### src/gpbe_ram.sv
// generic single write port ram with a registered read port
// no dependencies
`default_nettype none
module gpbe_ram #(
	parameter int WIDTH = 8,
	parameter int DEPTH = 16
) (
	input  wire logic                     clk,
	input  wire logic                     we,
	input  wire logic [$clog2(DEPTH)-1:0] waddr,
	input  wire logic [WIDTH-1:0]         wdata,
	input  wire logic                     re,
	input  wire logic [$clog2(DEPTH)-1:0] raddr,
	output logic      [WIDTH-1:0]         rdata
);
	logic [WIDTH-1:0] mem_q [DEPTH];

	always_ff @(posedge clk) begin
		if (we)
			mem_q[waddr] <= wdata;
		if (re)
			rdata <= mem_q[raddr];
	end
endmodule
`default_nettype wire

### config.mk
export PLATFORM = sky130hd
export DESIGN_NAME = gpbe_ram
export DESIGN_NICKNAME = d
export VERILOG_FILES = /design/src/gpbe_ram.sv
export SDC_FILE = /design/constraint.sdc
export NUM_CORES = 1
export LEC_CHECK = 0
export ABC_CLOCK_PERIOD_IN_PS = 2200
export BUFFER_PORTS_ARGS = -buffer_cell sky130_fd_sc_hd__clkbuf_2
export CORE_UTILIZATION = 44
export CTS_CLUSTER_SIZE = 40
export DETAILED_ROUTE_END_ITERATION = 8
export GPL_ROUTABILITY_DRIVEN = 0
export PLACE_DENSITY = 0.72
export SLEW_MARGIN = 20
export SYNTH_ARGS = -nofsm -noshare
export SYNTH_HDL_FRONTEND = slang
export SYNTH_SLANG_ARGS = --single-unit
### constraint.sdc
create_clock -name clk -period 2.2 [get_ports clk]
set_input_delay 0.44 -clock clk [delete_from_list [all_inputs] [get_ports clk]]
set_output_delay 0.44 -clock clk [all_outputs]
set_load 0.005 [all_outputs]
==> run summary, run 1 <==
Commonest non-fill, non-tap cells in the layout: 136 x edfxtp_1, 26 x clkbuf_2, 20 x buf_4
Post-Synthesis Cells: 229
CTS tree: yes
Final critical-path required period: 1.609 ns
Fin Clk Skew: 0.007170 ns
Depth of the CTS H-tree: 4
# Post-CTS Setup Buffers: 0
Synthesis Warnings: 0
Worst VDD drop: 0.0005800 V
Antenna violations before repair: 0
GRT Residual Overflow: 0
Final core occ: 0.5445
Worst Setup End Kind: flip-flop
Max-Cap Viols: 0
Antenna cells: 0
Final hold violation count: 0
Kind of critical path: in -> reg
Fmax: 0.6215 GHz
Antenna-violating nets left: 0
PortBufs: 26
Critical path launch point type: primary input
Synthesized Nets: 248
Largest net degree at the start of global routing: 23
Drt wl/cell: 22.15 um
Vias: 2478
Clk Latency, worst-skew pair: 0.40 ns
Vias in the first global route: 2510
Root Buffer: clkbuf_16
Hold crit path type: in -> reg
DRT iter0 DRCs: 233
Post-Syn Area: 5228 um2
Pwr Density: 988.7 nW/um2
Drt pass-1 iters: 6
Slew HR: 0.7476
Avg Inst Size Synth: 22.83 um2
Vias per std cell: 5.619
Leakage: 0.002143 uW
Register area share after synthesis: 0.7812
CTS Buf Count: 17
DRC Markers: 5
Slack of the critical path: 0.5911 ns
Worst-Margin Slew: 0.3772 ns
Die height: 111 um
Min Hold Slack: 0.4063 ns
Commonest non-fill, non-tap cell in the layout: edfxtp_1
First-pass GRT wire length: 14770 um
FF+latch count, synth: 136
Clock Path Buffers: 2
Failing checks: DRC
Hold-fix buffer count after cts: 0
Setup violators final: 0
Core ar.: 11520 um2
Clock sinks: 136
CP Data Required Time: 2.35 ns
Nets@finish: 305
Ports: 27
Die area: 12320 um2
Fraction of layout instances using a drive strength above 1: 0.3221
Status: finished, violations left
Synth unique cells: 18
Setup slack at placement: 0.1749 ns
Reg clk slew, reported paths: 0.06 ns
Setup TNS: 0 ns
CP Max Fanout: 22
Period utilization: 0.7313
Detail Placement HPWL: 6353 um
Die width: 111 um
Layout area overhead: 19.96%
RSZ-0062 raised after global routing: no
Worst EP arrival: 1.76 ns
Total Wirelength: 9768 um
Gr usage total: 0.1695
Rows: 39
Post_cts resized: 0
Initial Util: 0.4539
Max Slew Vio Count: 0
[critical path: stages]
cell      delay (ns)
clkbuf_2        0.11
buf_12          0.20
mux4_1          0.58
a22oi_1         0.30
nand2_1         0.10
[state kept, by name (all words and copies together), names as in the netlist]
register / flops
mem_q: 128
rdata: 8
[stage by stage]
stage / instance area [um2] / power [uW] / std cells
floorplan: 5228 / 3133 / 229
global placement: 5640 / 3247 / 410
detailed placement: 5640 / 3259 / 410
CTS: 6271 / 6228 / 441
global route: 6271 / 6355 / 441
finish: 6271 / 6200 / 441
[area by class of cell]
class / instances / area [um2]
Clock buffer: 17 / 425.4
Clock inverter: 14 / 205.2
Fill cell: 855 / 5245
Multi-Input combinational cell: 83 / 1057
Sequential cell: 136 / 4084
Tap cell: 143 / 178.9
Timing Repair Buffer: 48 / 320.3
[final timing paths]
kind | from | endpoint | slack (ns) | depth (start not counted)
setup reg to reg | mem_q[2][3] | rdata[3] | 0.68 | 3
hold reg to reg | mem_q[14][5] | rdata[5] | 0.75 | 3
setup / recovery | raddr[0] | rdata[1] | 0.59 | 5
hold / removal | re | rdata[7] | 0.41 | 1
[cell usage after synthesis (all sizes together)]
library cell   instances  area share
edfxtp               136        0.78
mux4                  32        0.15
a22oi                 16       0.023
nor2                  13      0.0093
nand2                  9      0.0065
buf                    7       0.011
nor3                   4      0.0038
clkdlybuf4s25          3      0.0057
nand2b                 2      0.0024
nand3b                 2      0.0029
and2                   1      0.0012
and2b                  1      0.0014
nand3                  1     0.00096
nor2b                  1      0.0012
or3b                   1      0.0017
[power by group]
group          internal [uW]  switching, uW  total (uW)
registers               2920           14.7        2940
clock network           1990           1000        3000
logic                    117            152         268
total                   5030           1170        6200
[routing by layer]
metal  track usage  vias up  wire length (um)  part of all wire
li1              -     1099                 -                 -
met3       0.04265        8               706             0.072
met1        0.2242     1258              4067              0.42
met2        0.2771      113              4883              0.50
met5             0        -                 0                 0
met4       0.05479        0               110             0.011
[cells by family after synthesis]
| kind of cell | after synthesis | synth area share |
|---|---|---|
| buf+inv | 10 | 0.01651 |
| compound gates | 16 | 0.02298 |
| flops | 136 | 0.7812 |
| mux | 32 | 0.1479 |
| simple gates | 35 | 0.03136 |
No activity file was read; power rests on OpenSTA's default activity.
==> inputs of run 2 (changes only) <==
--- a/config.mk
+++ b/config.mk
@@ -5,7 +5,7 @@
 export SDC_FILE = /design/constraint.sdc
 export NUM_CORES = 1
 export LEC_CHECK = 0
-export ABC_CLOCK_PERIOD_IN_PS = 2200
+export ABC_CLOCK_PERIOD_IN_PS = 1550
 export BUFFER_PORTS_ARGS = -buffer_cell sky130_fd_sc_hd__clkbuf_2
 export CORE_UTILIZATION = 44
 export CTS_CLUSTER_SIZE = 40
==> constraint.sdc (replaced) <==
create_clock -name clk -period 1.55 [get_ports clk]
set_input_delay 0.31 -clock clk [delete_from_list [all_inputs] [get_ports clk]]
set_output_delay 0.31 -clock clk [all_outputs]
set_load 0.005 [all_outputs]
==> run summary, run 2 (same netlist as run 1, synthesis figures left out) <==
Finished Cell Area: 6275 um2 (about the same)
Layout fillers: 858 (+0.35%)
Vias per std cell: 5.583 (-0.64%)
Antenna-violating nets left: 0 (unchanged)
Depth of the CTS H-tree: 4 (unchanged)
CP Data Required Time: 1.70 ns (-0.65 ns)
Total Wirelength: 9836 um (+0.70%)
Root Buffer: clkbuf_16
Max Slew Vio Count: 0 (unchanged)
Placed Area: 5672 um2 (+0.55%)
RSZ-0062 raised after global routing: no
CTS tree: yes
Drt wl/cell: 22.15 um (about the same)
Met2 Wirelength: 4894 um (+0.23%)
Top flop regs: mem_q (128), rdata (8)
Pwr Density: 1367 nW/um2 (+38%)
Gr usage total: 0.1744 (+0.004911)
# Post-CTS Setup Buffers: 0 (unchanged)
Die area: 12320 um2 (unchanged)
Clock Path Buffers: 2 (unchanged)
Period utilization: 0.9484
Initial Util: 0.4539 (unchanged)
CTS Buf Count: 17 (unchanged)
Ports: 27 (unchanged)
Post_cts resized: 0 (unchanged)
Commonest non-fill, non-tap cells in the layout: 136 x edfxtp_1, 26 x clkbuf_2, 25 x mux4_2
Setup violators final: 0 (unchanged)
Reg clk slew, reported paths: 0.06 ns (about the same)
Failing checks: DRC
PnR Total Power: 8577 uW (+38%)
Hold crit path type: in -> reg
Status: finished, violations left
PortBufs: 26 (unchanged)
Vias: 2479 (+0.040%)
Die width: 111 um (unchanged)
Routed wl met3: 709 um (+0.42%)
Max layer used: met4
DRT iter0 DRCs: 202 (-13%)
Commonest non-fill, non-tap cell in the layout: edfxtp_1
CP Max Fanout: 1 (-95%)
Largest register FFs: 128 (unchanged)
Worst Setup End Kind: flip-flop
Hold-fix buffer count after cts: 0 (unchanged)
Cells after DPL: 412 (+0.49%)
DRT met1 WL: 4187 um (+3.0%)
GRT Residual Overflow: 0 (unchanged)
Antenna violations before repair: 0 (unchanged)
Final critical-path required period: 1.470 ns
Largest net degree at the start of global routing: 22 (-4.3%)
Largest register by flop count: mem_q
Drt pass-1 iters: 6 (unchanged)
Post-Layout Cell Count: 444 (+0.68%)
Layout area overhead: 20.03% (about the same)
Slew HR: 0.5016 (-0.2460)
Worst-Margin Slew: 0.7461 ns (+0.3689 ns)
Worst VDD drop: 0.0007971 V (+37%)
Antenna cells: 0 (unchanged)
Vias in the first global route: 2574 (+2.5%)
Leakage: 0.002117 uW (-1.2%)
Final hold violation count: 0 (unchanged)
Worst EP arrival: 1.62 ns (-0.14 ns)
Setup TNS: 0 ns (unchanged)
DRC Markers: 6 (+1)
First-pass GRT wire length: 14970 um (+1.4%)
Detail Placement HPWL: 6273 um (-1.3%)
Max-Cap Viols: 0 (unchanged)
Die height: 111 um (unchanged)
Clk Latency, worst-skew pair: 0.41 ns (about the same)
Clock sinks: 136 (unchanged)
Nets@finish: 307 (+0.66%)
Fmax: 0.6803 GHz
Fraction of layout instances using a drive strength above 1: 0.3588 (+0.03666)
Fin Clk Skew: 0.01309 ns (+0.005920 ns)
Rows: 39 (unchanged)
Critical path launch point type: flip-flop
Kind of critical path: reg -> reg
Core ar.: 11520 um2 (unchanged)
Min Hold Slack: 0.3222 ns (-0.08417 ns)
run 2: changes by cell type in the layout (fill, tap and decap cells not counted), moves of 2 or more:
cell,delta
buf_12,+3
bufinv_16,-2
clkinv_4,+2
clkinvlp_4,+2
mux4_1,-7
mux4_2,+7
run 2: worst paths after layout:
check | start | slack, ns | cells after the start | endpoint
min | wdata[5] | 0.32 | 1 | mem_q[10][5]
max | mem_q[11][0] | 0.08 | 3 | rdata[0]
min reg2reg | mem_q[7][0] | 0.75 | 3 | rdata[0]
max reg2reg | mem_q[11][0] | 0.08 | 3 | rdata[0]
run 2: worst max-delay path, cell delays in order, from the launching register on:
cell and delay [ns]:
edfxtp_1 0.39, mux4_2 0.48, a22oi_1 0.24, nand2_1 0.08
run 2: layout make-up:
type	count	area (um2)	share of cell area
multi-input cells	83	1036	0.1651
clock inverters	15	177.7	0.02831
well taps	143	178.9	0.02851
clock buffers	17	425.4	0.06780
repair buffers	50	372.9	0.05942
flip-flops and latches	136	4084	0.6508
run 2: metrics by stage:
step	utilization	setup slack, ns
after floorplan	-	-0.02615
after global placement	0.4925	-0.2924
after detailed placement	0.4925	-0.3349
after CTS	0.5449	0.06586
after global routing	0.5449	0.005288
final	0.5449	0.07995
run 2: metal layers:
metal,global-route usage,vias to the layer above
li1,-,1097
met1,0.2406,1285
met2,0.2662,89
met3,0.04210,8
met4,0.07671,0
met5,0,-
run 2: report_power, final:
group / leakage [uW] / total, uW / switching (uW) / internal (uW)
combinational: 0.000598 / 393 / 212 / 181
sequential: 0.00124 / 4170 / 25.4 / 4150
clock: 0.000283 / 4010 / 1480 / 2530
total: 0.00212 / 8580 / 1720 / 6860
