### config.mk
export PLATFORM = sky130hd
export DESIGN_NAME = gpbe_build
export DESIGN_NICKNAME = d
export VERILOG_FILES = /design/src/gpbe_pkg.sv /design/src/gpbe_build.sv
export SDC_FILE = /design/constraint.sdc
export NUM_CORES = 1
export LEC_CHECK = 0
export ABC_AREA = 0
export BUFFER_PORTS_ARGS = -buffer_cell sky130_fd_sc_hd__buf_2
export CORE_MARGIN = 5
export CORE_UTILIZATION = 50
export CTS_CLUSTER_SIZE = 40
export DETAILED_ROUTE_END_ITERATION = 8
export PLACE_DENSITY = 0.81
export SYNTH_ARGS = -nofsm -noshare
export SYNTH_HDL_FRONTEND = slang
export SYNTH_SLANG_ARGS = --single-unit
### constraint.sdc
create_clock -name clk -period 23.5 [get_ports clk]
set_input_delay 1.175 -clock clk [delete_from_list [all_inputs] [get_ports clk]]
set_output_delay 1.175 -clock clk [all_outputs]
set_load 0.02 [all_outputs]
### src/gpbe_pkg.sv
// shared types, constants and lookup functions for the gaussian polynomial basis unit
// no dependencies
`default_nettype none
package gpbe_pkg;

	localparam int MAX_PARAMS = 8;
	localparam int MAX_COEFFS = 2048;
	localparam int RANK_LIMIT = 5;
	localparam int ADDR_W     = $clog2(MAX_COEFFS);
	localparam int COUNT_W    = ADDR_W + 1;
	localparam int PIDX_W     = $clog2(MAX_PARAMS);

	localparam logic [24:0] LOG2E_Q24  = 25'd24204406;
	localparam logic [40:0] U_CLAMP    = 41'd1 << 30;
	localparam logic [46:0] PART_LIMIT = 47'd1 << 39;
	localparam logic [16:0] WEIGHT_ONE = 17'd65536;

	typedef enum logic [1:0] {
		FUNC_BUILD = 2'd0,
		FUNC_THETA = 2'd1,
		FUNC_EVAL  = 2'd2,
		FUNC_NONE  = 2'd3
	} func_t;

	typedef enum logic [1:0] {
		ST_OK        = 2'd0,
		ST_RANGE     = 2'd1,
		ST_NOT_BUILT = 2'd2,
		ST_SAT       = 2'd3
	} status_t;

	typedef enum logic [1:0] {
		CFG_NUM_PARAMS = 2'd0,
		CFG_MAX_RANK   = 2'd1,
		CFG_LAMBDA_INV = 2'd2,
		CFG_UNUSED     = 2'd3
	} cfg_reg_t;

	typedef enum logic [1:0] {
		BD_IDLE,
		BD_ZERO,
		BD_RUN,
		BD_DONE
	} bld_state_t;

	typedef enum logic [3:0] {
		EV_IDLE,
		EV_READ,
		EV_SQX,
		EV_SQACC,
		EV_LOG,
		EV_MANT,
		EV_SCALE,
		EV_FX,
		EV_FLO,
		EV_FHI,
		EV_DONE
	} eval_state_t;

	typedef logic [RANK_LIMIT-1:0][2:0] tuple_t;

	// one coefficient table row
	typedef struct packed {
		logic [2:0]  rank;
		tuple_t      idx;
		logic [16:0] weight;
	} coeff_entry_t;

	typedef struct packed {
		logic               busy;
		logic               done;
		logic [COUNT_W-1:0] count;
	} bld_stat_t;

	typedef struct packed {
		logic        busy;
		logic        done;
		logic [31:0] value;
		status_t     status;
	} eval_res_t;

	// 2^(-k/16) in q1.16
	function automatic logic [16:0] pow2_frac(input logic [4:0] k);
		case (k)
			5'd0:    pow2_frac = 17'd65536;
			5'd1:    pow2_frac = 17'd62757;
			5'd2:    pow2_frac = 17'd60097;
			5'd3:    pow2_frac = 17'd57549;
			5'd4:    pow2_frac = 17'd55109;
			5'd5:    pow2_frac = 17'd52773;
			5'd6:    pow2_frac = 17'd50535;
			5'd7:    pow2_frac = 17'd48393;
			5'd8:    pow2_frac = 17'd46341;
			5'd9:    pow2_frac = 17'd44376;
			5'd10:   pow2_frac = 17'd42495;
			5'd11:   pow2_frac = 17'd40693;
			5'd12:   pow2_frac = 17'd38968;
			5'd13:   pow2_frac = 17'd37316;
			5'd14:   pow2_frac = 17'd35734;
			5'd15:   pow2_frac = 17'd34219;
			5'd16:   pow2_frac = 17'd32768;
			default: pow2_frac = 17'd0;
		endcase
	endfunction

	function automatic logic [6:0] fact(input logic [2:0] n);
		case (n)
			3'd0, 3'd1: fact = 7'd1;
			3'd2:       fact = 7'd2;
			3'd3:       fact = 7'd6;
			3'd4:       fact = 7'd24;
			3'd5:       fact = 7'd120;
			default:    fact = 7'd0;
		endcase
	endfunction

	function automatic logic [16:0] inv_sqrt(input logic [6:0] p);
		case (p)
			7'd1:    inv_sqrt = 17'd65536;
			7'd2:    inv_sqrt = 17'd46341;
			7'd4:    inv_sqrt = 17'd32768;
			7'd6:    inv_sqrt = 17'd26755;
			7'd12:   inv_sqrt = 17'd18919;
			7'd24:   inv_sqrt = 17'd13377;
			7'd120:  inv_sqrt = 17'd5983;
			default: inv_sqrt = 17'd0;
		endcase
	endfunction

	// 1/sqrt of the product of factorials of the runs of equal indices
	function automatic logic [16:0] tuple_weight(input tuple_t t, input logic [2:0] r);
		logic [6:0]  p;
		logic [2:0]  run;
		logic [13:0] prod;
		p   = 7'd1;
		run = 3'd1;
		for (int j = 1; j < RANK_LIMIT; j++) begin
			if (3'(j) < r) begin
				if (t[j] == t[j-1]) begin
					run = run + 3'd1;
				end else begin
					prod = p * fact(run);
					p    = prod[6:0];
					run  = 3'd1;
				end
			end
		end
		prod = p * fact(run);
		p    = prod[6:0];
		if (r == 3'd0)
			tuple_weight = WEIGHT_ONE;
		else
			tuple_weight = inv_sqrt(p);
	endfunction

endpackage
`default_nettype wire

### src/gpbe_build.sv
// coefficient table builder: walks nonincreasing index tuples, one row per cycle
// depends on gpbe_pkg
`default_nettype none
module gpbe_build (
	input  wire logic                        clk,
	input  wire logic                        arst_n,
	input  wire logic                        go,
	input  wire logic [3:0]                  n,
	input  wire logic [2:0]                  rm,
	output logic                             ram_we,
	output logic [gpbe_pkg::ADDR_W-1:0]      ram_waddr,
	output gpbe_pkg::coeff_entry_t           ram_wdata,
	output gpbe_pkg::bld_stat_t              stat
);
	import gpbe_pkg::*;

	bld_state_t         state_q, state_d;
	logic [2:0]         r_q;
	tuple_t             t_q;
	logic [COUNT_W-1:0] cnt_q;

	logic [2:0] nm1;
	logic       adv;
	tuple_t     t_next;
	tuple_t     t_mask;
	logic       full;
	logic [2:0] lim;
	logic [2:0] pos;

	assign nm1  = 3'(n - 4'd1);
	assign full = cnt_q >= COUNT_W'(MAX_COEFFS);

	// find the innermost position that can still step up
	always_comb begin
		adv = 1'b0;
		pos = 3'd0;
		for (int j = 0; j < RANK_LIMIT; j++) begin
			lim = (j == 0) ? nm1 : t_q[(j == 0) ? 0 : j-1];
			if (3'(j) < r_q && t_q[j] < lim) begin
				adv = 1'b1;
				pos = 3'(j);
			end
		end
		for (int j = 0; j < RANK_LIMIT; j++) begin
			if (3'(j) < pos)
				t_next[j] = t_q[j];
			else if (3'(j) == pos)
				t_next[j] = t_q[j] + 3'd1;
			else
				t_next[j] = 3'd0;
			t_mask[j] = (3'(j) < r_q) ? t_q[j] : 3'd0;
		end
	end

	always_comb begin
		state_d = state_q;
		case (state_q)
			BD_IDLE: if (go) state_d = BD_ZERO;
			BD_ZERO: state_d = (n == 4'd0) ? BD_DONE : BD_RUN;
			BD_RUN: begin
				if (full || (!adv && r_q == rm))
					state_d = BD_DONE;
			end
			BD_DONE: state_d = BD_IDLE;
			default: state_d = BD_IDLE;
		endcase
	end

	always_comb begin
		ram_we           = 1'b0;
		ram_waddr        = cnt_q[ADDR_W-1:0];
		ram_wdata.rank   = r_q;
		ram_wdata.idx    = t_mask;
		ram_wdata.weight = tuple_weight(t_q, r_q);
		stat.busy        = state_q != BD_IDLE;
		stat.done        = state_q == BD_DONE;
		stat.count       = cnt_q;
		case (state_q)
			BD_ZERO: begin
				ram_we           = 1'b1;
				ram_waddr        = '0;
				ram_wdata.rank   = 3'd0;
				ram_wdata.idx    = '0;
				ram_wdata.weight = WEIGHT_ONE;
			end
			BD_RUN:  ram_we = !full;
			default: ram_we = 1'b0;
		endcase
	end

	always_ff @(posedge clk or negedge arst_n) begin
		if (!arst_n) begin
			state_q <= BD_IDLE;
			r_q     <= '0;
			t_q     <= '0;
			cnt_q   <= '0;
		end else begin
			state_q <= state_d;
			case (state_q)
				BD_ZERO: begin
					cnt_q <= COUNT_W'(1);
					r_q   <= 3'd1;
					t_q   <= '0;
				end
				BD_RUN: begin
					if (!full) begin
						cnt_q <= cnt_q + COUNT_W'(1);
						if (adv) begin
							t_q <= t_next;
						end else begin
							r_q <= r_q + 3'd1;
							t_q <= '0;
						end
					end
				end
				default: ;
			endcase
		end
	end
endmodule
`default_nettype wire

==> results of run 1 <==
-- kinds of logic after synthesis --
group,count (synthesis),synth area share [%]
buffers and inverters,86,7.64
adders and majority gates,100,27.8
and+or+nand+nor,246,24.7
xor gates and xnor gates,30,5.85
AOI/OAI and AO/OA,119,16.1
muxes,8,1.64
DFF,32,16.1
other,1,0.0756
-- metal layers --
layer / GRT usage [%] / share of wire, %
met1: 27.4 / 43
met2: 39.0 / 50
met3: 1.76 / 4.4
met4: 6.14 / 2.5
met5: 0 / 0
-- where the power goes --
part | internal, mW | switching (mW) | total (mW)
Sequential | 0.0638 | 0.0184 | 0.0822
Combinational | 0.138 | 0.255 | 0.393
Clock | 0.0261 | 0.0208 | 0.0469
-- stage by stage --
stage	power, mW	setup slack, ns	hold WS (ns)
global placement	0.455	11.78	0.496
floorplan	0.384	12.42	0.476
finish	0.522	11.06	0.516
global route	0.572	10.44	0.531
detailed placement	0.469	11.44	0.506
CTS	0.518	11.08	0.517
-- Yosys cell counts (17+ instances only) --
| cell type | number |
|---|---|
| dfrtp_1 | 32 |
| nand3_1 | 24 |
| a21oi_1 | 22 |
| o21ai_0 | 37 |
| nand2_1 | 44 |
| inv_1 | 62 |
| ha_1 | 83 |
| fa_1 | 17 |
| nor2b_1 | 18 |
| nor2_1 | 80 |
| nor3_1 | 20 |
| xnor2_1 | 23 |
-- flip-flops by register name (all words and copies together) (netlist names) --
| signal | flops |
|---|---|
| cnt_q | 12 |
| lim | 3 |
| r_q | 3 |
| state_q | 2 |
| t_q | 12 |
-- cell type report --
type | instances | share of cell area, %
tap | 133 | 3.05
inverter | 64 | 4.41
sequential | 32 | 14.7
multi-input combinational | 507 | 69.5
clock buffer | 7 | 1.77
timing repair buffer | 71 | 6.56
-- path summary, 6_finish.rpt --
path                                endpoint  slack [ns]       from  cells past startpoint
worst max-delay path            ram_wdata[2]       11.06     r_q[2]                     38
worst min-delay path               cnt_q[10]        0.52  cnt_q[10]                      1
worst max register to register        t_q[3]       20.66     t_q[1]                      9
worst min register to register     cnt_q[10]        0.52  cnt_q[10]                      1
max in group asynchronous             t_q[0]       22.08     arst_n                      1
min in group asynchronous           cnt_q[0]        0.95     arst_n                      1
==> results.md, run 1 <==
* DRT iter0 DRCs at 281
* Synth async-reset ratio at 100%
* Post-Route Setup TNS at 0 ns
* CP max FO at 18
* Fmax at 0.0804 GHz
* Worst path most repeated cell: ha_1
* Tightest Hold Check Type: reg -> reg
* DR DRC count at 0
* Critical Path AT at 11.27 ns
* Routed wire length at about 12000 um
* RSZ-0062 raised after global routing: false
* Netlist Area Pre-Place at 4960 sq um
* H-tree Lvls at 2
* Root buf cell: clkbuf_8
* Slew HR at 28.0%
* Cell family with most CP delay: adder cells
* Post-placement cell area at roughly 5400 sq um
* CTS tree: yes
* P&R area growth vs syn at 9.94%
* Final count of hold timing violations at 0
* Main synth FF type: dfrtp_1
* Crit Path Category: reg -> out
* Register area share after synthesis at 16.1%
* Post-Synthesis Cells at 622
* Vias at between 4000 and 5000
* Largest area contributor in the netlist: ha_1
* WP buf/inv at 6
* IO buf count at 70
* Clock sink count at 32
* Critical Path Sink Type: primary output
* Final Cell Area at 5450 sq um
* Max Clock Skew at 0.00576 ns
* Final min period at 12.44 ns
* Post-CTS Setup Bufs at 0
* Yosys reg bits at 32
* Area taken by multi-input logic gates at 3790 sq um
* Worst-Skew Late Latency at 0.28 ns
* CTS Buffer Depth at 2
* GRT Total Usage at between 20% and 30%
* Slew Limit Fails at 0
* Status: finished, final reports clean
* Synth area leaders: ha_1 21%, dfrtp_1 16%, fa_1 6.9%, nor2_1 6.1%, inv_1 4.7%
* First-pass DRT Iterations at 7
* Syn_area_per_cell at roughly 8.0 sq um
* Crit-path slowest cell: xnor2_1
* Post-DP HPWL at ~9900 um
* First-pass GRT wire length at ~21000 um
* Vias in the first global route at 4686
* Final setup vio count at 0
* Grt ovf at 0
* Largest net degree at the start of global routing at 33
* Slew at the pin closest to its max-slew limit at 1.07 ns
* Antenna violations before repair at 0
* CTS buffer count at 5
* Commonest non-fill, non-tap cell in the layout: ha_1
* Top-area cell type share of the netlist area at a little over a fifth
* WL per Instance at approximately 15 um
* Yosys cell types at 71
* CP peak stage delay at 0.84 ns
* Placed Cells at 807
* I/O pin cnt at 71
* Die ar. at 12000 sq um
* Commonest cells after routing, fill and taps aside: 83 x ha_1, 80 x nor2_1, 70 x buf_2
* Fin cells at just over 800
* Post-synth EDFFs at 0
* Register area at 801 sq um
* P_leak at 2.87 nW
* Tcrit/Tclk final at around 53%
* Antenna Nets Post-Route at 0
* Ratio of cells with drive above 1 in the final layout at 14.5%
* Hold_buf cts at 0
* Power Dens Cells at 95.8 nW/um^2
* CTS resizes at 0
* Routability cong. at roughly 0.88
* Horiz. Die Dim at 110 um
* Fill cells at a little over 900
* Max rail drop VDD at 0.0000625 V
* # diodes at 0
* Core area at between 9000 and 10000 sq um
* YS warnings at 0
* Die Y at around 110 um
* Rows at 36
* Max_cap viols at 0
* Fin nets at 791
* Post-Route Utilization at between 50% and 60%
* Reg clk slew, reported paths at 0.07 ns
* Initial core utilization at 51.0%
* CP required at 22.33 ns
* Vias/cell at 5.71
* Worst setup SP type: register
(Power assumes the default switching activity.)
==> run 2: changes to the inputs <==
==> constraint.sdc (replaced) <==
create_clock -name clk -period 12.5 [get_ports clk]
set_input_delay 0.625 -clock clk [delete_from_list [all_inputs] [get_ports clk]]
set_output_delay 0.625 -clock clk [all_outputs]
set_load 0.02 [all_outputs]
==> run 2 against run 1 <==
Against the previous run:
- hold slack lost 0.13 ns
- flip-flop and latch count unchanged
- critical endpoint is now ram_wdata[8]
- highest routed layer unchanged
- clock skew rose by 0.00068 ns
==> results.md, run 2 (same netlist as run 1, synthesis figures left out) <==
* Status: finished, final reports clean (unchanged)
* Max_cap viols at 0 (unchanged)
* Worst hold slack at 0.389 ns (was 0.516 ns)
* Routability cong. at 0.887 (was 0.879)
* Worst setup SP type: register (unchanged)
* Final count of hold timing violations at 0 (unchanged)
* Root buf cell: clkbuf_8 (unchanged)
* Routed wire length at 12300 um (was 12400 um)
* Commonest non-fill, non-tap cell in the layout: ha_1 (unchanged)
* Antenna Nets Post-Route at 0 (unchanged)
* CTS Buffer Depth at 2 (unchanged)
* Placed Cells at 806 (was 807)
* Worst-Skew Late Latency at 0.29 ns (was 0.28 ns)
* Fin cells at 814 (unchanged)
* RSZ-0062 raised after global routing: false (unchanged)
* Crit Path Category: reg -> out (unchanged)
* Clock sink count at 32 (unchanged)
* Critical Path AT at 10.95 ns (was 11.27 ns)
* Final setup vio count at 0 (unchanged)
* Die Y at 110 um (unchanged)
* H-tree Lvls at 2 (unchanged)
* Vias/cell at 5.72 (was 5.71)
* Post-Route Utilization at 56.0% (about the same)
* Commonest cells after routing, fill and taps aside: 83 x ha_1, 80 x nor2_1, 70 x buf_2 (unchanged)
* Slew Limit Fails at 0 (unchanged)
* GRT Total Usage at 21.3% (was 21.6%)
* Post-Route Setup TNS at 0 ns (unchanged)
* Largest net degree at the start of global routing at 33 (unchanged)
* First-pass GRT wire length at 21100 um (was 21400 um)
* Antenna violations before repair at 0 (unchanged)
* Tightest Hold Check Type: in -> async (was reg -> reg)
* Top flop regs: cnt_q: 12 flops, t_q: 12 flops (unchanged)
* Post-placement cell area at 5350 sq um (was 5360 sq um)
* Fin nets at 790 (was 791)
* Initial core utilization at 51.0% (unchanged)
* CP max FO at 18 (unchanged)
* Vias at 4657 (was 4648)
* Fmax at 0.0864 GHz
* CP required at 11.88 ns (was 22.33 ns)
* IO buf count at 70 (unchanged)
* Crit-path slowest cell: dfrtp_1 (was xnor2_1)
* Max Clock Skew at 0.00644 ns (was 0.00576 ns)
* Vias in the first global route at 4714 (was 4686)
* CTS buffer count at 5 (unchanged)
* P_leak at 2.87 nW (about the same)
* Final min period at 11.57 ns
* Tcrit/Tclk final at between 90% and 100%
* WL per Instance at 15.1 um (was 15.2 um)
* First-pass DRT Iterations at 5 (was 7)
* Power Dens Cells at 180 nW/um^2 (was 95.8 nW/um^2)
* CP peak stage delay at 0.76 ns (was 0.84 ns)
* Post-DP HPWL at 9850 um (was 9860 um)
* Slew HR at 27.9% (was 28.0%)
* Ratio of cells with drive above 1 in the final layout at 14.4% (was 14.5%)
* Critical Path Sink Type: primary output (unchanged)
* Rows at 36 (unchanged)
* Post-CTS Setup Bufs at 0 (unchanged)
* # diodes at 0 (unchanged)
* Core area at 9730 sq um (unchanged)
* I/O pin cnt at 71 (unchanged)
* CTS tree: yes (unchanged)
* Horiz. Die Dim at 110 um (unchanged)
* Grt ovf at 0 (unchanged)
* DR DRC count at 0 (unchanged)
* Die ar. at 12000 sq um (unchanged)
* Final Cell Area at 5450 sq um (about the same)
* Slew at the pin closest to its max-slew limit at 1.08 ns (was 1.07 ns)
* P&R area growth vs syn at 9.81% (was 9.94%)
* Max rail drop VDD at 0.000117 V (was 0.0000625 V)
* DRT iter0 DRCs at 260 (was 281)
* Reg clk slew, reported paths at 0.07 ns (about the same)
## run 2: path summary, 6_finish.rpt
check | startpoint | end | cells past startpoint | slack, ns
max reg2reg | state_q[1] | t_q[3] | 6 | 9.40
min in group clk | cnt_q[10] | cnt_q[10] | 1 | 0.53
max in group asynchronous | arst_n | cnt_q[6] | 1 | 11.64
max | r_q[2] | ram_wdata[8] | 39 | 0.93
min | arst_n | cnt_q[0] | 1 | 0.39
min reg2reg | cnt_q[10] | cnt_q[10] | 1 | 0.53
## run 2: area by class of cell
class / count / area [sq um]
tap: 133 / 166
sequential: 32 / 801
inverter: 64 / 240
clock buffer: 8 / 90.1
fill: 912 / 4280
multi-input combinational: 507 / 3800
timing repair buffer: 70 / 350
## run 2: metal layers
layer | wire [um] | global-route usage, % | vias to the layer above
met4 | 291 | 6.14 | 0
li1 | - | - | 2256
met1 | 5270 | 27.0 | 2223
met5 | 0 | 0 | -
met2 | 6200 | 38.4 | 153
met3 | 496 | 2.17 | 25
## run 2: per-stage QoR
step	setup slack, ns	power, mW
after detailed placement	0.957	0.881
after global routing	0.236	1.07
after global placement	1.32	0.853
final	0.926	0.980
after floorplan	1.97	0.722
after CTS	0.605	0.969
## run 2: worst max-delay path: cells and delay by family, from the launching register on
kind,cells,cell delay (ns)
xor gates and xnor gates,4,1.00
AOI/OAI and AO/OA,5,1.29
adders and majority gates,15,5.97
muxes,1,0.30
and+or+nand+nor,5,0.61
DFF,1,0.76
buffers and inverters,9,0.73
## run 2: repair_timing
item	4_1_cts	5_1_grt
hold buffers	0	0
setup endpoints to repair	0	13
resized for setup	0	1
## run 2: report_power, final
part	switching (mW)	leakage, nW	internal (mW)	total, mW
Sequential	0.0349	0.431	0.120	0.155
Combinational	0.479	2.39	0.260	0.739
Clock	0.0405	0.0455	0.0449	0.0855
